$ cat src/design/hpbe_pkg.sv
// Package for the Hamming pair byte encoder.
// Holds the transaction payload types, the Hamming column table and the byte check function.
// No dependencies.
`default_nettype none

package hpbe_pkg;

    localparam int unsigned CHECK_W    = 5;
    localparam int unsigned FIFO_DEPTH = 4;
    localparam int unsigned FIFO_PTR_W = $clog2(FIFO_DEPTH);
    localparam int unsigned FIFO_CNT_W = $clog2(FIFO_DEPTH + 1);

    localparam logic [CHECK_W-1:0] HAMMING_COLUMN [16] = '{
        5'h03, 5'h05, 5'h06, 5'h07, 5'h09, 5'h0a, 5'h0b, 5'h0c,
        5'h0d, 5'h0e, 5'h0f, 5'h11, 5'h12, 5'h13, 5'h14, 5'h15
    };

    typedef struct packed {
        logic [7:0] data_byte;
        logic       end_of_block;
    } in_t;

    typedef struct packed {
        logic [7:0] out_byte;
        logic       is_check;
        logic       last_of_run;
    } out_t;

    typedef struct packed {
        logic push;
        logic two;
    } push_t;

    // XOR of the column values of the set bits of one byte, scanned MSB first.
    function automatic logic [CHECK_W-1:0] byte_check(input logic [7:0] b,
                                                      input logic second);
        logic [CHECK_W-1:0] acc;
        acc = '0;
        for (int k = 0; k < 8; k++) begin
            if (b[7-k]) begin
                acc = acc ^ HAMMING_COLUMN[{second, 3'(k)}];
            end
        end
        return acc;
    endfunction

endpackage

`default_nettype wire

$ cat src/design/hpbe_encoder.sv
// Pairing state and check word logic of the Hamming pair byte encoder.
// Depends on hpbe_pkg.
`default_nettype none

module hpbe_encoder
    import hpbe_pkg::*;
(
    input  wire logic aclk,
    input  wire logic aresetn,
    input  wire logic fire,
    input  wire in_t  item,
    output out_t      res0,
    output out_t      res1,
    output push_t     push
);

    logic               holding_first_reg;
    logic               holding_first_next;
    logic [CHECK_W-1:0] partial_check_reg;
    logic [CHECK_W-1:0] partial_check_next;
    logic [CHECK_W-1:0] full_check;
    logic               first;

    assign first      = !holding_first_reg;
    assign full_check = partial_check_reg ^ byte_check(item.data_byte, 1'b1);

    always_comb begin
        res0.out_byte    = item.data_byte;
        res0.is_check    = 1'b0;
        res0.last_of_run = first;
        res1.out_byte    = {3'b000, full_check};
        res1.is_check    = 1'b1;
        res1.last_of_run = 1'b1;
        push.push        = fire;
        push.two         = !first;

        holding_first_next = holding_first_reg;
        partial_check_next = partial_check_reg;
        if (fire) begin
            if (first && !item.end_of_block) begin
                holding_first_next = 1'b1;
                partial_check_next = byte_check(item.data_byte, 1'b0);
            end else begin
                holding_first_next = 1'b0;
                partial_check_next = '0;
            end
        end
    end

    always_ff @(posedge aclk) begin
        if (!aresetn) begin
            holding_first_reg <= 1'b0;
            partial_check_reg <= '0;
        end else begin
            holding_first_reg <= holding_first_next;
            partial_check_reg <= partial_check_next;
        end
    end

endmodule

`default_nettype wire

$ cat src/design/hpbe_result_fifo.sv
// Result queue of the Hamming pair byte encoder: takes one or two results per cycle,
// delivers one per cycle while m_ready is high. Depends on hpbe_pkg.
`default_nettype none

module hpbe_result_fifo
    import hpbe_pkg::*;
(
    input  wire logic  aclk,
    input  wire logic  aresetn,
    input  wire push_t push,
    input  wire out_t  res0,
    input  wire out_t  res1,
    output logic       room,
    output logic       m_valid,
    input  wire logic  m_ready,
    output out_t       m_data
);

    out_t                  entry_reg [FIFO_DEPTH];
    logic [FIFO_PTR_W-1:0] wr_ptr_reg;
    logic [FIFO_PTR_W-1:0] wr_ptr_next;
    logic [FIFO_PTR_W-1:0] rd_ptr_reg;
    logic [FIFO_PTR_W-1:0] rd_ptr_next;
    logic [FIFO_CNT_W-1:0] count_reg;
    logic [FIFO_CNT_W-1:0] count_next;
    logic [FIFO_CNT_W-1:0] push_n;
    logic                  pop;

    assign room    = count_reg <= FIFO_CNT_W'(FIFO_DEPTH - 2);
    assign m_valid = count_reg != '0;
    assign m_data  = entry_reg[rd_ptr_reg];
    assign pop     = m_valid && m_ready;

    always_comb begin
        push_n = '0;
        if (push.push) begin
            push_n = push.two ? FIFO_CNT_W'(2) : FIFO_CNT_W'(1);
        end
        wr_ptr_next = wr_ptr_reg + FIFO_PTR_W'(push_n);
        rd_ptr_next = rd_ptr_reg + FIFO_PTR_W'(pop);
        count_next  = count_reg + push_n - FIFO_CNT_W'(pop);
    end

    always_ff @(posedge aclk) begin
        if (push.push) begin
            entry_reg[wr_ptr_reg] <= res0;
            if (push.two) begin
                entry_reg[wr_ptr_reg + FIFO_PTR_W'(1)] <= res1;
            end
        end
    end

    always_ff @(posedge aclk) begin
        if (!aresetn) begin
            wr_ptr_reg <= '0;
            rd_ptr_reg <= '0;
            count_reg  <= '0;
        end else begin
            wr_ptr_reg <= wr_ptr_next;
            rd_ptr_reg <= rd_ptr_next;
            count_reg  <= count_next;
        end
    end

endmodule

`default_nettype wire

$ cat src/design/hamming_pair_byte_encoder_core.sv
// Top level of the Hamming pair byte encoder: input register, encoder and result queue.
// Depends on hpbe_pkg, hpbe_encoder and hpbe_result_fifo.
//
//   Channel   Direction  Handshake           Payload
//   s_        in         s_valid / s_ready   s_data (in_t): data byte, end of block
//   m_        out        m_valid / m_ready   m_data (out_t): byte, check flag, last flag
//
// An input transaction is registered in the input register and encoded into one or two
// results once the result queue has room; the results are written into the queue and
// are presented on m_ from there.
// The result channel moves one result per cycle while m_ready is high, and a pair of
// input bytes gives three results.
// Reset is synchronous and active low; it restarts the pairing and empties the queue.
// Stalled m_ready fills the four-entry queue past half, then holds in_reg and s_ready.
`default_nettype none

module hamming_pair_byte_encoder_core
    import hpbe_pkg::*;
(
    input  wire logic aclk,
    input  wire logic aresetn,
    input  wire logic s_valid,
    output logic      s_ready,
    input  wire in_t  s_data,
    output logic      m_valid,
    input  wire logic m_ready,
    output out_t      m_data
);

    logic  in_vld_reg;
    logic  in_vld_next;
    in_t   in_reg;
    logic  room;
    logic  fire;
    out_t  res0;
    out_t  res1;
    push_t push;

    assign fire        = in_vld_reg && room;
    assign s_ready     = !in_vld_reg || fire;
    assign in_vld_next = (s_valid && s_ready) || (in_vld_reg && !fire);

    always_ff @(posedge aclk) begin
        if (s_valid && s_ready) begin
            in_reg <= s_data;
        end
    end

    always_ff @(posedge aclk) begin
        if (!aresetn) begin
            in_vld_reg <= 1'b0;
        end else begin
            in_vld_reg <= in_vld_next;
        end
    end

    hpbe_encoder u_encoder (
        .aclk    (aclk),
        .aresetn (aresetn),
        .fire    (fire),
        .item    (in_reg),
        .res0    (res0),
        .res1    (res1),
        .push    (push)
    );

    hpbe_result_fifo u_result_fifo (
        .aclk    (aclk),
        .aresetn (aresetn),
        .push    (push),
        .res0    (res0),
        .res1    (res1),
        .room    (room),
        .m_valid (m_valid),
        .m_ready (m_ready),
        .m_data  (m_data)
    );

endmodule

`default_nettype wire

$ cat config.mk
export PLATFORM = sky130hd
export DESIGN_NAME = hamming_pair_byte_encoder_core
export DESIGN_NICKNAME = d
export VERILOG_FILES = /design/src/design/hpbe_pkg.sv /design/src/design/hpbe_encoder.sv /design/src/design/hpbe_result_fifo.sv /design/src/design/hamming_pair_byte_encoder_core.sv
export SDC_FILE = /design/constraint.sdc
export NUM_CORES = 1
export LEC_CHECK = 0
export ABC_CLOCK_PERIOD_IN_PS = 2400
export BUFFER_PORTS_ARGS = -buffer_cell sky130_fd_sc_hd__buf_2
export CORE_ASPECT_RATIO = 1.25
export CORE_UTILIZATION = 59
export CTS_CLUSTER_SIZE = 25
export DETAILED_ROUTE_END_ITERATION = 16
export PLACE_DENSITY = 0.86
export SLEW_MARGIN = 20
export SYNTH_ARGS = -nofsm -noshare
export SYNTH_HDL_FRONTEND = slang
export SYNTH_SLANG_ARGS = --single-unit
$ cat constraint.sdc
create_clock -name aclk -period 2.4 [get_ports aclk]
set_input_delay 0.36 -clock aclk [delete_from_list [all_inputs] [get_ports aclk]]
set_output_delay 0.36 -clock aclk [all_outputs]
set_load 0.1 [all_outputs]
==> flow_summary.html <==
<table>
<tr><th>Metric</th><th>Value</th></tr>
<tr><th colspan="2">Status</th></tr>
<tr><td>Result of the run</td><td>completed</td></tr>
<tr><th colspan="2">STA</th></tr>
<tr><td>Final setup violation count</td><td>0</td></tr>
<tr><td>Post-route fraction of the period consumed by the critical path</td><td>a little over nine tenths</td></tr>
<tr><td>Worst-margin pin slew</td><td>0.569 ns</td></tr>
<tr><td>Hold Worst Slack</td><td>0.194 ns</td></tr>
<tr><td>Setup total negative slack</td><td>0 ns</td></tr>
<tr><td>Final critical-path required period</td><td>about 2.3 ns</td></tr>
<tr><td>Unrepaired setup endpoints after global routing</td><td>false</td></tr>
<tr><td>Maximum frequency from static timing analysis</td><td>436 MHz</td></tr>
<tr><td>Final setup skew</td><td>0.0113 ns</td></tr>
<tr><td>Worst slew slack as a fraction of its limit</td><td>62.0%</td></tr>
<tr><td>Number of slew-limit violations in the final report</td><td>0</td></tr>
<tr><td>Hold Fails Final Rpt</td><td>0</td></tr>
<tr><th colspan="2">Place</th></tr>
<tr><td>IO buf count</td><td>24</td></tr>
<tr><td>Detailed placement HPWL</td><td>~4.3 mm</td></tr>
<tr><td>Instance area after placement</td><td>3240 sq um</td></tr>
<tr><td>Placer Congestion</td><td>0.896</td></tr>
<tr><th colspan="2">Drt</th></tr>
<tr><td>DRC violations left</td><td>0</td></tr>
<tr><td>Routed WL per cell</td><td>roughly 16 um</td></tr>
<tr><td>First-pass detailed-route iteration total</td><td>4</td></tr>
<tr><td>Total routed wirelength</td><td>5.95 mm</td></tr>
<tr><td>Routed via count</td><td>roughly 2200</td></tr>
<tr><td>Starting DRC count in detailed routing</td><td>188</td></tr>
<tr><td>Via-per-instance ratio</td><td>a little under 6</td></tr>
<tr><td>Post-route antenna net violation count</td><td>0</td></tr>
<tr><th colspan="2">Clock tree</th></tr>
<tr><td>Maximum number of buffers from clock root to sink</td><td>2</td></tr>
<tr><td>TritonCTS clock tree</td><td>built</td></tr>
<tr><td>Root cell of the clock tree</td><td>sky130_fd_sc_hd__clkbuf_8</td></tr>
<tr><td>CTS H-tree depth</td><td>3</td></tr>
<tr><td>TritonCTS buffer count</td><td>9</td></tr>
<tr><td>Number of cells upsized or downsized after cts</td><td>0</td></tr>
<tr><td>Number of hold-repair buffers added at the cts stage</td><td>0</td></tr>
<tr><td>Sinks on the clock net</td><td>62</td></tr>
<tr><td>Clk_lat worst skew</td><td>0.34 ns</td></tr>
<tr><td>Clk slew on worst S/H paths</td><td>about 0.060 ns</td></tr>
<tr><td>Number of setup buffers added after CTS</td><td>0</td></tr>
<tr><th colspan="2">Pwr</th></tr>
<tr><td>Worst voltage drop across the vdd grid</td><td>around 0.00075 V</td></tr>
<tr><td>Power density over the cells</td><td>1200 nW/um^2</td></tr>
<tr><td>Leakage power summed over all cells</td><td>about 1.3 nW</td></tr>
<tr><th colspan="2">Die</th></tr>
<tr><td>Initial core utilization</td><td>roughly 63%</td></tr>
<tr><td>Ports placed on the boundary</td><td>25</td></tr>
<tr><td>Die area</td><td>5420 sq um</td></tr>
<tr><td>Count of standard-cell rows</td><td>28</td></tr>
<tr><td>Die extent in y</td><td>82.1 um</td></tr>
<tr><td>Width of the chip</td><td>66.1 um</td></tr>
<tr><td>Floorplan Core Area</td><td>4830 sq um</td></tr>
<tr><th colspan="2">Cells and area</th></tr>
<tr><td>Area grow syn2layout</td><td>12.9%</td></tr>
<tr><td>Sequential cell area</td><td>1530 sq um</td></tr>
<tr><td>Final cell area excluding filler cells</td><td>3420 sq um</td></tr>
<tr><td>Max FFs per register</td><td>40</td></tr>
<tr><td>Area of combinational cells with multiple inputs</td><td>1390 sq um</td></tr>
<tr><td>Fill cells</td><td>between 300 and 400</td></tr>
<tr><td>Final net count</td><td>324</td></tr>
<tr><td>Fraction of layout cells with a size suffix above 1</td><td>around a fifth</td></tr>
<tr><td>Antenna diode instance count</td><td>0</td></tr>
<tr><th colspan="2">Critical path</th></tr>
<tr><td>Worst-path fanout max</td><td>3</td></tr>
<tr><td>Register-to-Register Setup Slack</td><td>0.10 ns</td></tr>
<tr><td>Kind of capture point of the worst setup path</td><td>flip-flop</td></tr>
<tr><td>Largest incremental delay on the critical path</td><td>0.39 ns</td></tr>
<tr><td>Crit path DAT</td><td>2.53 ns</td></tr>
<tr><td>Worst r2r path cells</td><td>9</td></tr>
<tr><td>Data required time of the worst path</td><td>2.64 ns</td></tr>
<tr><td>Start-to-end type of the worst setup path</td><td>reg -&gt; reg</td></tr>
<tr><td>Critical Path Source Type</td><td>flip-flop</td></tr>
<tr><td>Slowest CP cell</td><td>sky130_fd_sc_hd__fa_1</td></tr>
<tr><td>Critical register-to-register path startpoint</td><td>u_result_fifo.count_reg[1]</td></tr>
<tr><td>Reg-to-reg critical path endpoint</td><td>u_result_fifo.count_reg[2]</td></tr>
<tr><td>Ordered cell list for the critical path</td><td>or3_4 -&gt; and2_4 -&gt; ha_1 -&gt; inv_1 -&gt; ha_1 -&gt; fa_1 -&gt; xnor2_1 -&gt; xnor2_1 -&gt; and2_1</td></tr>
<tr><th colspan="2">GRT</th></tr>
<tr><td>Number of antenna violations at the first check in global routing</td><td>0</td></tr>
<tr><td>Via count of the first global-routing pass</td><td>2061</td></tr>
<tr><td>Overall global routing resource usage</td><td>~25%</td></tr>
<tr><td>Wire length of the first global-routing pass</td><td>9.85 mm</td></tr>
<tr><td>Largest net degree at the start of global routing</td><td>29</td></tr>
<tr><td>Remaining Overflow, GRT</td><td>0</td></tr>
<tr><th colspan="2">Min path</th></tr>
<tr><td>Worst Hold Depth</td><td>1</td></tr>
<tr><td>Worst hold path startpoint</td><td>s_data[7]</td></tr>
<tr><td>Sink of the worst hold path</td><td>in_reg[7]</td></tr>
<tr><td>Worst hold path type</td><td>in -&gt; reg</td></tr>
<tr><th colspan="2">Synthesis</th></tr>
<tr><td>Proportion of register bits with asynchronous set or reset after synthesis</td><td>0%</td></tr>
<tr><td>Cell area after synthesis</td><td>slightly above 3000 sq um</td></tr>
<tr><td>Post-synthesis sequential area ratio</td><td>50.6%</td></tr>
<tr><td>Synth Register Bits</td><td>62</td></tr>
<tr><td>Instance count of the mapped netlist</td><td>277</td></tr>
<tr><td>Synth unique cells</td><td>43</td></tr>
<tr><td>Main flop type after synthesis</td><td>sky130_fd_sc_hd__dfxtp_1</td></tr>
<tr><td>Nets in the synthesized netlist</td><td>between 200 and 300</td></tr>
<tr><td>Post-synthesis area per instance</td><td>10.9 sq um</td></tr>
<tr><td>Post-synth EDFFs</td><td>29</td></tr>
<tr><td>Number of warning messages in the yosys log</td><td>0</td></tr>
<tr><th colspan="2">Run</th></tr>
<tr><td>Number of maximum-capacitance constraint violations</td><td>0</td></tr>
</table>
-- stage by stage --
step	cells	total power, mW	worst slack [ns]	util, %
global route	370	4.29	0.0153	70.7
CTS	370	4.12	0.101	70.7
finish	370	4.10	0.104	70.7
global placement	354	3.25	0.199	67.1
detailed placement	354	3.30	0.127	67.1
floorplan	277	2.99	0.00723	-
-- cell type report --
class,count,share of cell area (%)
tap,60,2.20
timing repair buffer,33,5.85
inverter,13,1.43
multi-input combinational,186,40.6
clock buffer,12,4.54
sequential,62,44.8
clock inverter,4,0.622
-- routing by layer --
metal / track usage (%) / vias to the layer above / share of wire, % / wire [um]
li1: - / 1049 / - / -
met1: 29.8 / 1061 / 42 / 2500
met2: 42.6 / 68 / 52 / 3100
met3: 6.32 / 16 / 4.1 / 246
met4: 10.6 / 0 / 1.8 / 109
met5: 0 / - / 0 / 0
-- cells in the final DEF, fill, tap and decap left out, types with 2 or more instances in the layout --
| cell | instances |
|---|---|
| sky130_fd_sc_hd__nand2_1 | 19 |
| sky130_fd_sc_hd__edfxtp_1 | 29 |
| sky130_fd_sc_hd__o2bb2ai_1 | 3 |
| sky130_fd_sc_hd__or3_1 | 3 |
| sky130_fd_sc_hd__xor2_1 | 9 |
| sky130_fd_sc_hd__a21oi_1 | 14 |
| sky130_fd_sc_hd__clkinv_2 | 3 |
| sky130_fd_sc_hd__buf_2 | 24 |
| sky130_fd_sc_hd__a21boi_0 | 2 |
| sky130_fd_sc_hd__mux4_2 | 10 |
| sky130_fd_sc_hd__nand2b_1 | 2 |
| sky130_fd_sc_hd__dfxtp_1 | 33 |
| sky130_fd_sc_hd__o21a_1 | 4 |
| sky130_fd_sc_hd__inv_1 | 12 |
| sky130_fd_sc_hd__buf_4 | 8 |
| sky130_fd_sc_hd__nor2_1 | 33 |
| sky130_fd_sc_hd__a22oi_1 | 7 |
| sky130_fd_sc_hd__ha_1 | 5 |
| sky130_fd_sc_hd__a32oi_1 | 2 |
| sky130_fd_sc_hd__o21ai_0 | 12 |
| sky130_fd_sc_hd__xnor2_1 | 15 |
| sky130_fd_sc_hd__nand4_1 | 2 |
| sky130_fd_sc_hd__and2_1 | 10 |
| sky130_fd_sc_hd__and3_1 | 2 |
| sky130_fd_sc_hd__nand3_1 | 3 |
| sky130_fd_sc_hd__nor3_1 | 2 |
| sky130_fd_sc_hd__o32a_1 | 2 |
| sky130_fd_sc_hd__nor2b_1 | 4 |
| sky130_fd_sc_hd__a32o_1 | 3 |
| sky130_fd_sc_hd__a311oi_1 | 3 |
| sky130_fd_sc_hd__xnor3_1 | 2 |
| sky130_fd_sc_hd__clkbuf_8 | 11 |
-- cells in the mapped netlist, types with 2 or more instances --
| library cell | number | share of area [%] |
|---|---|---|
| sky130_fd_sc_hd__dfxtp_1 | 33 | 22 |
| sky130_fd_sc_hd__nor2_1 | 33 | 4.1 |
| sky130_fd_sc_hd__edfxtp_1 | 29 | 29 |
| sky130_fd_sc_hd__nand2_1 | 19 | 2.4 |
| sky130_fd_sc_hd__xnor2_1 | 15 | 4.3 |
| sky130_fd_sc_hd__a21oi_1 | 14 | 2.3 |
| sky130_fd_sc_hd__inv_1 | 12 | 1.5 |
| sky130_fd_sc_hd__o21ai_0 | 12 | 2.0 |
| sky130_fd_sc_hd__and2_1 | 11 | 2.3 |
| sky130_fd_sc_hd__mux4_2 | 10 | 7.4 |
| sky130_fd_sc_hd__clkbuf_1 | 9 | 1.1 |
| sky130_fd_sc_hd__xor2_1 | 9 | 2.6 |
| sky130_fd_sc_hd__a22oi_1 | 7 | 1.7 |
| sky130_fd_sc_hd__buf_2 | 6 | 0.99 |
| sky130_fd_sc_hd__ha_1 | 5 | 2.1 |
| sky130_fd_sc_hd__nor2b_1 | 4 | 0.83 |
| sky130_fd_sc_hd__o21a_1 | 4 | 0.99 |
| sky130_fd_sc_hd__or3_1 | 4 | 0.83 |
| sky130_fd_sc_hd__a311oi_1 | 3 | 0.87 |
| sky130_fd_sc_hd__a32o_1 | 3 | 0.99 |
| sky130_fd_sc_hd__nand3_1 | 3 | 0.50 |
| sky130_fd_sc_hd__o2bb2ai_1 | 3 | 0.87 |
| sky130_fd_sc_hd__a21boi_0 | 2 | 0.50 |
| sky130_fd_sc_hd__a32oi_1 | 2 | 0.58 |
| sky130_fd_sc_hd__and3_1 | 2 | 0.41 |
| sky130_fd_sc_hd__nand2b_1 | 2 | 0.41 |
| sky130_fd_sc_hd__nand4_1 | 2 | 0.41 |
| sky130_fd_sc_hd__nor3_1 | 2 | 0.33 |
| sky130_fd_sc_hd__o32a_1 | 2 | 0.66 |
| sky130_fd_sc_hd__xnor3_1 | 2 | 1.5 |
-- power by group --
part           leakage (nW)  internal [mW]  switching, mW
clock                0.0965          0.426          0.386
combinational         0.668          0.569           1.28
sequential            0.560           1.29          0.145
-- kinds of logic after synthesis --
| family | count (synthesis) | synth area share (%) |
|---|---|---|
| buffers and inverters | 29 | 3.84 |
| muxes | 12 | 8.31 |
| DFF | 62 | 50.6 |
| xor gates and xnor gates | 26 | 8.43 |
| adders and majority gates | 6 | 2.73 |
| and+or+nand+nor | 86 | 13.3 |
| AOI/OAI and AO/OA | 56 | 12.8 |
-- worst max-delay path: cells and delay by family (launching register included) --
kind          cells  cell delay (ns)
xor+xnor          2             0.29
simple gates      3             0.68
fa+ha+maj         3             0.86
buf+inv           1             0.04
flops             1             0.32
-- worst max-delay path by stage --
stage | from | end | slack (ns) | cells past startpoint
finish | u_result_fifo.count_reg[1] | u_result_fifo.count_reg[2] | 0.10 | 9
global route | u_result_fifo.count_reg[1] | u_result_fifo.count_reg[2] | 0.02 | 9
CTS | u_result_fifo.count_reg[1] | u_result_fifo.count_reg[2] | 0.10 | 9
detailed placement | u_result_fifo.count_reg[1] | u_result_fifo.count_reg[2] | 0.13 | 9
global placement | u_result_fifo.count_reg[1] | u_result_fifo.count_reg[2] | 0.20 | 9
floorplan | u_result_fifo.count_reg[1] | u_result_fifo.count_reg[2] | 0.007 | 9
No activity file was read; power rests on OpenSTA's default activity.
